File: src/sv/fcbp_pkg.sv
// ----------------------------------------------------------------------------
// fcbp_pkg
// Shared types and constants of the framed command byte parser: register
// indexes, reset values, frame lengths and result kinds.
// ----------------------------------------------------------------------------
package fcbp_pkg;

    // configuration register indexes
    typedef enum logic [2:0] {
        CFG_HEADER_A      = 3'd0,
        CFG_HEADER_B      = 3'd1,
        CFG_FOOTER_A      = 3'd2,
        CFG_FOOTER_B      = 3'd3,
        CFG_TYPE_BRIGHT   = 3'd4,
        CFG_TYPE_BRIGHT_C = 3'd5,
        CFG_TYPE_HIT_CFG  = 3'd6
    } cfg_reg_t;

    // register reset values
    localparam logic [7:0] HEADER_A_RST      = 8'hAA;
    localparam logic [7:0] HEADER_B_RST      = 8'hFD;
    localparam logic [7:0] FOOTER_A_RST      = 8'h55;
    localparam logic [7:0] FOOTER_B_RST      = 8'hFE;
    localparam logic [7:0] TYPE_BRIGHT_RST   = 8'hBF;
    localparam logic [7:0] TYPE_BRIGHT_C_RST = 8'hC0;
    localparam logic [7:0] TYPE_HIT_CFG_RST  = 8'hC1;

    // frame geometry
    localparam logic [3:0] LEN_UNKNOWN = 4'd0;
    localparam logic [3:0] SHORT_LEN   = 4'd5;
    localparam logic [3:0] LONG_LEN    = 4'd13;
    localparam int         BODY_BYTES  = 9;
    localparam int         ROW_BYTES   = 8;
    localparam logic [7:0] BRIGHT_MAX  = 8'd100;

    // result kinds
    typedef enum logic [1:0] {
        KIND_LED       = 2'd0,
        KIND_BRIGHT    = 2'd1,
        KIND_BRIGHT_C  = 2'd2,
        KIND_HIT_CFG   = 2'd3
    } frame_kind_t;

endpackage

File: src/sv/framed_command_byte_parser.sv
// ----------------------------------------------------------------------------
// framed_command_byte_parser
// Byte-stream frame parser: hunts for a header, sizes the frame from its type
// byte, checks XOR checksum, footer and brightness range, and emits one
// decoded frame per good frame.
// ----------------------------------------------------------------------------
//  channel  | signals                              | direction | payload
//  ---------+--------------------------------------+-----------+------------------------
//  input    | in_valid / in_ready                  | in        | rx_byte
//  result   | out_valid / out_ready                | out       | frame_kind .. setting_value
//  config   | cfg_we, cfg_index                    | in        | cfg_data (8 bits)
//
//  One byte is taken per cycle while in_ready is high; every byte is fully
//  handled in the cycle of its transfer, and a frame result appears in the
//  output register on the cycle after its footer byte is taken.
//  The output register decouples the sides: input stalls only while a result
//  is held and out_ready is low.
//  Reset (rst_n, asynchronous) returns the parser to header hunt and loads
//  the default header, footer and type codes.
// ----------------------------------------------------------------------------
module framed_command_byte_parser
    import fcbp_pkg::*;
(
    input  logic        clk,
    input  logic        rst_n,
    // byte input
    input  logic        in_valid,
    output logic        in_ready,
    input  logic [7:0]  rx_byte,
    // frame result
    output logic        out_valid,
    input  logic        out_ready,
    output logic [1:0]  frame_kind,
    output logic        frame_variant,
    output logic [7:0]  led_color,
    output logic [7:0]  led_target,
    output logic [63:0] led_rows,
    output logic [7:0]  setting_value,
    // configuration
    input  logic        cfg_we,
    input  logic [2:0]  cfg_index,
    input  logic [7:0]  cfg_data
);

    // configuration registers
    logic [7:0] header_a_reg, header_b_reg, footer_a_reg, footer_b_reg;
    logic [7:0] type_bright_reg, type_bright_c_reg, type_hit_cfg_reg;

    // parser state
    logic [3:0] count_reg, count_next;
    logic [3:0] len_reg, len_next;
    logic       variant_reg, variant_next;
    logic [7:0] type_reg, type_next;
    logic [7:0] xor_reg, xor_next;
    logic [7:0] cks_reg, cks_next;
    logic [7:0] body_reg [BODY_BYTES];
    logic [7:0] body_next [BODY_BYTES];

    // result register
    logic        out_valid_reg, out_valid_next;
    frame_kind_t kind_reg, kind_next;
    logic        res_variant_reg;
    logic [7:0]  color_reg, color_next;
    logic [7:0]  target_reg, target_next;
    logic [63:0] rows_reg, rows_next;
    logic [7:0]  setting_reg, setting_next;

    // decode helpers
    logic        accept;
    logic        hdr_a_hit, hdr_b_hit, hdr_hit;
    logic        short_type;
    logic [3:0]  len_eff;
    logic [7:0]  footer_exp;
    logic        last_byte;
    logic        frame_ok;
    logic        res_load;
    logic [63:0] rows_cat;

    assign accept     = in_valid && in_ready;
    assign in_ready   = !out_valid_reg || out_ready;
    assign hdr_a_hit  = (rx_byte == header_a_reg);
    assign hdr_b_hit  = (rx_byte == header_b_reg);
    assign hdr_hit    = hdr_a_hit || hdr_b_hit;
    assign short_type = (rx_byte == type_bright_reg) || (rx_byte == type_bright_c_reg)
                        || (rx_byte == type_hit_cfg_reg);
    assign len_eff    = (count_reg == 4'd1) ? (short_type ? SHORT_LEN : LONG_LEN) : len_reg;
    assign footer_exp = variant_reg ? footer_b_reg : footer_a_reg;

    // configuration writes
    always_ff @(posedge clk or negedge rst_n)
    begin
        if (!rst_n)
        begin
            header_a_reg      <= HEADER_A_RST;
            header_b_reg      <= HEADER_B_RST;
            footer_a_reg      <= FOOTER_A_RST;
            footer_b_reg      <= FOOTER_B_RST;
            type_bright_reg   <= TYPE_BRIGHT_RST;
            type_bright_c_reg <= TYPE_BRIGHT_C_RST;
            type_hit_cfg_reg  <= TYPE_HIT_CFG_RST;
        end
        else if (cfg_we)
        begin
            case (cfg_index)
                CFG_HEADER_A:      header_a_reg      <= cfg_data;
                CFG_HEADER_B:      header_b_reg      <= cfg_data;
                CFG_FOOTER_A:      footer_a_reg      <= cfg_data;
                CFG_FOOTER_B:      footer_b_reg      <= cfg_data;
                CFG_TYPE_BRIGHT:   type_bright_reg   <= cfg_data;
                CFG_TYPE_BRIGHT_C: type_bright_c_reg <= cfg_data;
                CFG_TYPE_HIT_CFG:  type_hit_cfg_reg  <= cfg_data;
                default:           ;
            endcase
        end
    end

    // row bytes of an led frame, first row on top
    always_comb
    begin
        for (int i = 0; i < ROW_BYTES; i++)
        begin
            rows_cat[8*(ROW_BYTES-1-i) +: 8] = body_reg[i+1];
        end
    end

    // frame judgement on the footer byte
    always_comb
    begin
        frame_ok  = (cks_reg == xor_reg) && (rx_byte == footer_exp);
        kind_next = KIND_LED;
        if (len_reg == SHORT_LEN)
        begin
            if (type_reg == type_bright_reg)
                kind_next = KIND_BRIGHT;
            else if (type_reg == type_bright_c_reg)
                kind_next = KIND_BRIGHT_C;
            else if (type_reg == type_hit_cfg_reg)
                kind_next = KIND_HIT_CFG;
            else
                frame_ok = 1'b0;
            if (kind_next != KIND_HIT_CFG && body_reg[0] > BRIGHT_MAX)
                frame_ok = 1'b0;
        end
        if (kind_next == KIND_LED)
        begin
            color_next   = type_reg;
            target_next  = body_reg[0];
            rows_next    = rows_cat;
            setting_next = 8'd0;
        end
        else
        begin
            color_next   = 8'd0;
            target_next  = 8'd0;
            rows_next    = 64'd0;
            setting_next = body_reg[0];
        end
    end

    // byte sequencing
    always_comb
    begin
        count_next   = count_reg;
        len_next     = len_reg;
        variant_next = variant_reg;
        type_next    = type_reg;
        xor_next     = xor_reg;
        cks_next     = cks_reg;
        body_next    = body_reg;
        last_byte    = 1'b0;
        if (accept)
        begin
            if ((count_reg == 4'd0 || (count_reg == 4'd1 && len_reg == LEN_UNKNOWN)) && hdr_hit)
            begin
                // header, or a second header before the type byte
                count_next   = 4'd1;
                len_next     = LEN_UNKNOWN;
                variant_next = !hdr_a_hit;
                xor_next     = 8'd0;
            end
            else if (count_reg == 4'd0)
            begin
                // hunting: drop the byte
            end
            else if (count_reg >= len_eff)
            begin
                // out of step: back to hunting
                count_next   = 4'd0;
                len_next     = LEN_UNKNOWN;
                variant_next = 1'b0;
            end
            else
            begin
                if (count_reg == 4'd1)
                begin
                    type_next = rx_byte;
                    len_next  = len_eff;
                end
                if ({1'b0, count_reg} + 5'd3 <= {1'b0, len_eff})
                begin
                    xor_next = xor_reg ^ rx_byte;
                    for (int i = 0; i < BODY_BYTES; i++)
                    begin
                        if (count_reg == 4'(i + 2))
                            body_next[i] = rx_byte;
                    end
                end
                else if ({1'b0, count_reg} + 5'd2 == {1'b0, len_eff})
                begin
                    cks_next = rx_byte;
                end
                if (count_reg + 4'd1 == len_eff)
                begin
                    last_byte    = 1'b1;
                    count_next   = 4'd0;
                    len_next     = LEN_UNKNOWN;
                    variant_next = 1'b0;
                end
                else
                begin
                    count_next = count_reg + 4'd1;
                end
            end
        end
    end

    assign res_load       = last_byte && frame_ok;
    assign out_valid_next = res_load || (out_valid_reg && !out_ready);

    // control state
    always_ff @(posedge clk or negedge rst_n)
    begin
        if (!rst_n)
        begin
            count_reg     <= 4'd0;
            len_reg       <= LEN_UNKNOWN;
            variant_reg   <= 1'b0;
            xor_reg       <= 8'd0;
            out_valid_reg <= 1'b0;
        end
        else
        begin
            count_reg     <= count_next;
            len_reg       <= len_next;
            variant_reg   <= variant_next;
            xor_reg       <= xor_next;
            out_valid_reg <= out_valid_next;
        end
    end

    // frame payload
    always_ff @(posedge clk)
    begin
        type_reg <= type_next;
        cks_reg  <= cks_next;
        body_reg <= body_next;
    end

    // result payload
    always_ff @(posedge clk)
    begin
        if (res_load)
        begin
            kind_reg        <= kind_next;
            res_variant_reg <= variant_reg;
            color_reg       <= color_next;
            target_reg      <= target_next;
            rows_reg        <= rows_next;
            setting_reg     <= setting_next;
        end
    end

    assign out_valid     = out_valid_reg;
    assign frame_kind    = kind_reg;
    assign frame_variant = res_variant_reg;
    assign led_color     = color_reg;
    assign led_target    = target_reg;
    assign led_rows      = rows_reg;
    assign setting_value = setting_reg;

    // frame length is only ever unknown, short or long
    assert property (@(posedge clk) disable iff (!rst_n)
        (len_reg == LEN_UNKNOWN) || (len_reg == SHORT_LEN) || (len_reg == LONG_LEN))
    else $error("frame length register holds an illegal length");

    // inside a sized frame the byte count stays below the length
    assert property (@(posedge clk) disable iff (!rst_n)
        (len_reg != LEN_UNKNOWN) |-> (count_reg >= 4'd2 && count_reg < len_reg))
    else $error("byte count out of step with frame length");

    // a result is loaded only on the footer byte of a sized frame
    assert property (@(posedge clk) disable iff (!rst_n)
        res_load |-> (accept && len_reg != LEN_UNKNOWN && count_reg + 4'd1 == len_reg))
    else $error("result loaded away from a footer byte");

    // brightness results never exceed the percent limit
    assert property (@(posedge clk) disable iff (!rst_n)
        (out_valid_reg && (kind_reg == KIND_BRIGHT || kind_reg == KIND_BRIGHT_C))
        |-> (setting_reg <= BRIGHT_MAX))
    else $error("brightness result above limit");

endmodule
File: config.mk
export PLATFORM = sky130hd
export DESIGN_NAME = framed_command_byte_parser
export DESIGN_NICKNAME = d
export VERILOG_FILES = /design/src/sv/fcbp_pkg.sv /design/src/sv/framed_command_byte_parser.sv
export SDC_FILE = /design/constraint.sdc
export NUM_CORES = 1
export LEC_CHECK = 0
export ABC_AREA = 1
export BUFFER_PORTS_ARGS = -buffer_cell sky130_fd_sc_hd__buf_4
export CELL_PAD_IN_SITES_DETAIL_PLACEMENT = 1
export CELL_PAD_IN_SITES_GLOBAL_PLACEMENT = 1
export CORE_AREA = 10 10 174 176
export CTS_BUF_LIST = sky130_fd_sc_hd__clkbuf_4 sky130_fd_sc_hd__clkbuf_8 sky130_fd_sc_hd__clkbuf_16
export CTS_CLUSTER_DIAMETER = 80
export DETAILED_ROUTE_END_ITERATION = 6
export DIE_AREA = 0 0 184 186
export PLACE_DENSITY = 0.72
export SYNTH_ARGS = -nofsm -noshare
export SYNTH_HDL_FRONTEND = slang
export SYNTH_SLANG_ARGS = --single-unit
File: constraint.sdc
create_clock -name clk -period 6.35 [get_ports clk]
set_input_delay 0.9525 -clock clk [delete_from_list [all_inputs] [get_ports clk]]
set_output_delay 0.9525 -clock clk [all_outputs]
set_load 0.02 [all_outputs]
Word-level counts from Yosys, hierarchy flattened
Index checks and enable logic that the tools add are counted.
{ "totals": {"regBits": 253, "inputBits": 24, "output_inout_bits": 93, "word_cells": 152} }
{ "op_classes": {"n_addsub": 3, "order_cmp": 3, "n_eq_ne": 32, "mux": 35, "n_bitwise": 5, "reduce_logical": 45} }
{ "op_table": {"columns": ["cell", "count"], "rows": [
  ["8-bit equality test", 10],
  ["6-bit AND reduction", 10],
  ["4-bit two-way mux", 11],
  ["8-bit two-way mux", 5],
  ["4-bit by 3-bit equality test with 1-bit output, second input constant", 5],
  ["2-bit AND reduction", 8],
  ["1-bit two-way mux", 14],
  ["4-bit equality test, second input constant", 3],
  ["4-bit by 2-bit adder with 5-bit output, second input constant", 2],
  ["2-bit two-way mux", 5],
  ["3-bit equality test, second input constant", 3],
  ["4-bit by 2-bit equality test with 1-bit output, second input constant", 2],
  ["8-bit by 7-bit greater-than comparator with 1-bit output, second input constant", 1],
  ["4-bit logical NOT", 2],
  ["8-bit bitwise XOR", 1],
  ["1-bit logical AND", 7],
  ["3-bit by 2-bit equality test with 1-bit output, second input constant", 2],
  ["1-bit logical OR", 6],
  ["3-bit AND reduction", 2],
  ["5-bit by 4-bit equality test with 1-bit output", 1],
  ["5-bit by 4-bit <= comparator with 1-bit output", 1],
  ["5-bit AND reduction", 1],
  ["4-bit by 1-bit adder with 4-bit output, second input constant", 1],
  ["4-bit by 1-bit equality test with 1-bit output, second input constant", 1],
  ["13 further kinds", 19]
]} }

Depth between registers and ports, before layout
{ "logic_depth": {"word_depth": 13, "mapped_depth": 22, "depth_no_buf": 21} }

Worst setup path after synthesis
No wires, ideal clock.
{ "synth_path": {"kind": "input-to-reg", "start": "input port rx_byte[4]", "end": "register kind_reg[0] (netlist: frame_kind[0]) (enable)", "setup_time_ns": 0.541, "arrival_time_ns": 6.570, "required_ns": 5.809, "slack_ns": -0.761, "cell_stages": 21, "n_path_buf": 1, "path_cell_list": "buf_4 -> inv_1 -> nand2_1 -> nand2_1 -> nor2_1 -> nand2_1 -> nor2_1 -> nor2_1 -> nand2_1 -> nand2_1 -> inv_1 -> ha_1 -> nand2_1 -> inv_1 -> o21ai_0 -> o311ai_0 -> inv_1 -> nand2_1 -> nor2_2 -> nand3b_1 -> nor2_1"} }
{ "synth_between": {"elab_chain_len": 12, "elab_cells_between_ends": 26, "classes_between": "order compare (1); eq/ne (7); mux (12); reduce/logical (6)"} }
{ "synth_rtl": {"columns": ["element", "line_no", "rtl"], "rows": [
  ["start: declaration", "framed_command_byte_parser.sv:29", "input logic [7:0] rx_byte,"],
  ["branches (longest 11 deep; another with 4-bit greater-or-equal comparator)", null, null],
  ["1-bit logical AND (*)", "framed_command_byte_parser.sv:227", "assign res_load = last_byte && frame_ok;"],
  ["net res_load", "framed_command_byte_parser.sv:76", "logic res_load;"],
  ["end signal: assignment", "framed_command_byte_parser.sv:264", "kind_reg <= kind_next;"],
  ["end: declaration", "framed_command_byte_parser.sv:61", "frame_kind_t kind_reg, kind_next;"]
]} }
Mark *: on every way through the listed nets, which the timed path passes.
A chain may end at the register's enable or synchronous reset.

Worst setup path in the final report
{ "layout_path": {"start": "input port rx_byte[4]", "end": "register body_reg[17] (netlist name) (enable)"} }
{ "layout_between": {"elab_chain_len": 8, "elab_cells_between_ends": 16, "classes_between": "order compare (2); eq/ne (5); mux (2); bitwise (2); reduce/logical (5)"} }
{ "layout_rtl": {"columns": ["element", "line_no", "rtl"], "rows": [
  ["8-bit equality test", "framed_command_byte_parser.sv:84", "assign short_type = (rx_byte == type_bright_reg) || (rx_byte == type_bright_c_reg)"],
  ["1-bit logical OR", "framed_command_byte_parser.sv:84", null],
  ["1-bit logical OR", "framed_command_byte_parser.sv:85", "|| (rx_byte == type_hit_cfg_reg);"],
  ["4-bit two-way mux (2 in a row)", "framed_command_byte_parser.sv:86", "assign len_eff = (count_reg == 4'd1) ? (short_type ? SHORT_LEN : LONG_LEN) : len_reg;"],
  ["4-bit greater-or-equal comparator", "framed_command_byte_parser.sv:185", "else if (count_reg >= len_eff)"],
  ["1-bit inverter (no source line)", null, null],
  ["6-bit AND reduction (no source line) (*)", null, null],
  ["end signal: assignment", "framed_command_byte_parser.sv:256", "body_reg <= body_next;"],
  ["end: declaration", "framed_command_byte_parser.sv:56", "logic [7:0] body_reg [BODY_BYTES];"]
]} }
Mark *: on every way between the ends. The rest lies on a longest branch, timed or not.

==> results.md <==
* Core Area at roughly 0.027 mm2
* Row cnt at 60
* Clock Skews at 0.0140 ns
* DIE AREA at 0.0342 mm2
* GR Overflow Total at 0
* Hold WC Path Type: flop to flop
* Syn. warnings at 0
* Post-DP HPWL at ~21 mm
* P&R area growth vs syn at 18.6%
* Commonest non-fill, non-tap cell in the layout: nand2_1
* DR WL/cell at 19.4 um
* Number of DRC markers in iteration 0 at 449
* Max VDD drop at 213 uV
* Post-Place Worst Slack at 1.29 ns
* P per Cell Area at approximately 350 mW/mm2
* Most used cell, CP: nand2_1
* CP max FO at 19
* Vias/cell at a little under 5
* Total CTS buffers at 27
* Required @ worst endpoint at 6.49 ns
* Main synth FF type: edfxtp_1
* Syn Std Cell Area at 0.0111 mm2
* Crit-path max cell delay at between 1 and 1.5 ns
* Post-Syn Instances at 1054
* Via count at 7546
* CP arrival at 4.58 ns
* Top delay family on crit path: simple AND/OR/NAND/NOR gates
* Die Y at approximately 190 um
* Clk_lat worst skew at 0.54 ns
* Fill cells at 2953
* H-tree depth at 1
* Leak at about 5.7 nW
* Sum Neg Setup Slack at 0 ns
* Syn_nets at 1093
* Clock transition at the registers of the reported paths at 0.06 ns
* Distinct cells, synth at 38
* Hold Vio Cnt, Final at 0
* Sequential element share of the synthesized area at around 66%
* Port buffer count at 116
* Post_cts resized at 0
* DR pass1 iterations at 4
* DR DRC count at 0
* Die Wd at between 150 and 200 um
* CTS tree: yes
* Slew HR at a little over an eighth
* EDFF count, synth at about 180
* Slew Viols, Final at 0
* Routability cong. at 0.850
* First-pass GRT wire length at 46.5 mm
* Nets@finish at 1213
* RSZ-0062 raised after global routing: false
* Drt total wl at between 20 and 30 mm
* CP Class: input port to flop
* Initial antenna violation count at 0
* Post-CTS Setup Inserts at 0
* CP Buf/Inv Count at 5
* Ports at 117
* Sink Count at 253
* ANT nets after route at 0
* Total Routing Usage GR at 17.5%
* Max reg flops at 72
* Clock Tree Buf Depth at 3
* Syn_area_per_cell at 10.5 um2
* Async set-reset flop share out of synthesis at 29.2%
* Yosys reg bits at 253
* Root Buffer: clkbuf_16
* Setup crit end kind: flop
* Status: finished, final reports clean
* Final Critical Period at 4.44 ns
* Slowest CP cell: nor3_1
* Final setup viols at 0
* Max Freq at 0.225 GHz
* Startpoint types: input port
* Crit share post-route at between 60% and 70%
* Layout cells sized above 1 at 17.9%
* Worst Tran Pin Value at 1.29 ns
* Vias in the first global route at 8084
* Max-cap violations at 0
* Hold buffer count at CTS at 0
* Cells along the critical path: buf_4, inv_1, nand2_1, nand2_1, nor2_1, nand2_1, nor2_1, nor2_1, nand2_1, nand2_1, inv_1, ha_1, nand2_1, inv_1, o21ai_0, o311ai_0, inv_1, nand2_1, nor2_2, nand2_1, nor3_1
* Most frequent cells in the layout: nand2_1 (245), edfxtp_1 (179), inv_1 (158)
* Largest net degree at the start of global routing at 82
* Fin worst setup slack at between 1.5 and 2 ns
* Antenna Cells at 0
* Starting density of the core at 41.4%
==> layout make-up <==
class / count / area [um2] / share of cell area, %
sequential: 253 / 7270 / 55.4
tap: 341 / 427 / 3.25
timing repair buffer: 119 / 893 / 6.81
multi-input combinational: 614 / 3020 / 23.0
clock inverter: 16 / 189 / 1.44
clock buffer: 33 / 721 / 5.49
inverter: 159 / 598 / 4.56
==> synth_stat cells (3+ instances only) <==
master | count | share of area, %
buf_2 | 10 | 0.45
ha_1 | 15 | 1.7
o21ai_0 | 66 | 3.0
buf_6 | 6 | 0.61
nand4_1 | 12 | 0.68
xnor2_1 | 17 | 1.3
nor3_1 | 14 | 0.63
dfrtp_1 | 40 | 9.1
edfxtp_1 | 179 | 49
nand2_2 | 4 | 0.23
a22oi_1 | 3 | 0.20
dfstp_2 | 34 | 8.1
inv_1 | 158 | 5.4
nand3b_1 | 3 | 0.20
xor2_1 | 32 | 2.5
a21oi_1 | 10 | 0.45
clkbuf_1 | 7 | 0.24
nand3_1 | 17 | 0.77
o22ai_1 | 3 | 0.17
nor2_1 | 146 | 5.0
or2_2 | 3 | 0.17
o31ai_1 | 6 | 0.41
nand2_1 | 246 | 8.3
buf_4 | 5 | 0.34
==> path summary, 6_finish.rpt <==
check                                 from                   end  slack [ns]  depth (start not counted)
setup / recovery                rx_byte[4]          body_reg[17]        1.91                         21
hold / removal             footer_a_reg[7]       footer_a_reg[7]        0.49                          2
setup reg to reg              count_reg[1]          body_reg[17]        1.96                         17
hold reg to reg            footer_a_reg[7]       footer_a_reg[7]        0.49                          2
max in group asynchronous            rst_n             out_valid        5.12                          1
min in group asynchronous            rst_n  type_bright_c_reg[5]        0.58                          1
==> routing by layer <==
| metal | share of wire [%] | vias up | wire [um] | global-route usage [%] |
|---|---|---|---|---|
| met5 | 0 | - | 0 | 0 |
| met4 | 1.4 | 0 | 406 | 3.24 |
| met3 | 5.1 | 30 | 1530 | 3.39 |
| met2 | 48 | 147 | 14500 | 29.7 |
| met1 | 45 | 3739 | 13400 | 22.8 |
| li1 | - | 3630 | - | - |
==> metrics by stage <==
stage | power [W] | area [um2] | hold WS, ns | util [%] | std cells
finish | 0.00459 | 13100 | 0.488 | 49.1 | 1535
global route | 0.00484 | 13100 | 0.514 | 49.1 | 1535
CTS | 0.00462 | 13100 | 0.488 | 49.1 | 1535
detailed placement | 0.00301 | 12200 | 0.473 | 45.7 | 1486
global placement | 0.00297 | 12200 | 0.465 | 45.7 | 1486
floorplan | 0.00270 | 11100 | 0.445 | - | 1054
==> worst reg2reg max path, delay by kind of cell (launching register included) <==
family,cells,cell delay (ns)
compound gates,2,0.30
fa+ha+maj,2,0.61
flops,1,0.46
buf+inv,4,0.49
simple gates,9,2.16
==> power breakdown <==
part / total (W) / switching (W) / internal [W]
clock: 0.00161 / 0.000638 / 0.000968
sequential: 0.00206 / 0.000143 / 0.00191
combinational: 0.000921 / 0.000612 / 0.000309
total: 0.00459 / 0.00139 / 0.00319
==> cells by family (layout without fill, tap and decap cells) <==
| logic type | count (synthesis) | count (layout) | share of synthesized area [%] |
|---|---|---|---|
| buf+inv | 187 | 327 | 7.05 |
| fa+ha+maj | 15 | 15 | 1.70 |
| compound gates | 96 | 96 | 5.02 |
| xor+xnor | 49 | 49 | 3.88 |
| mux | 1 | 1 | 0.0905 |
| flops | 253 | 253 | 65.7 |
| simple gates | 453 | 453 | 16.5 |
(Power assumes the default switching activity.)
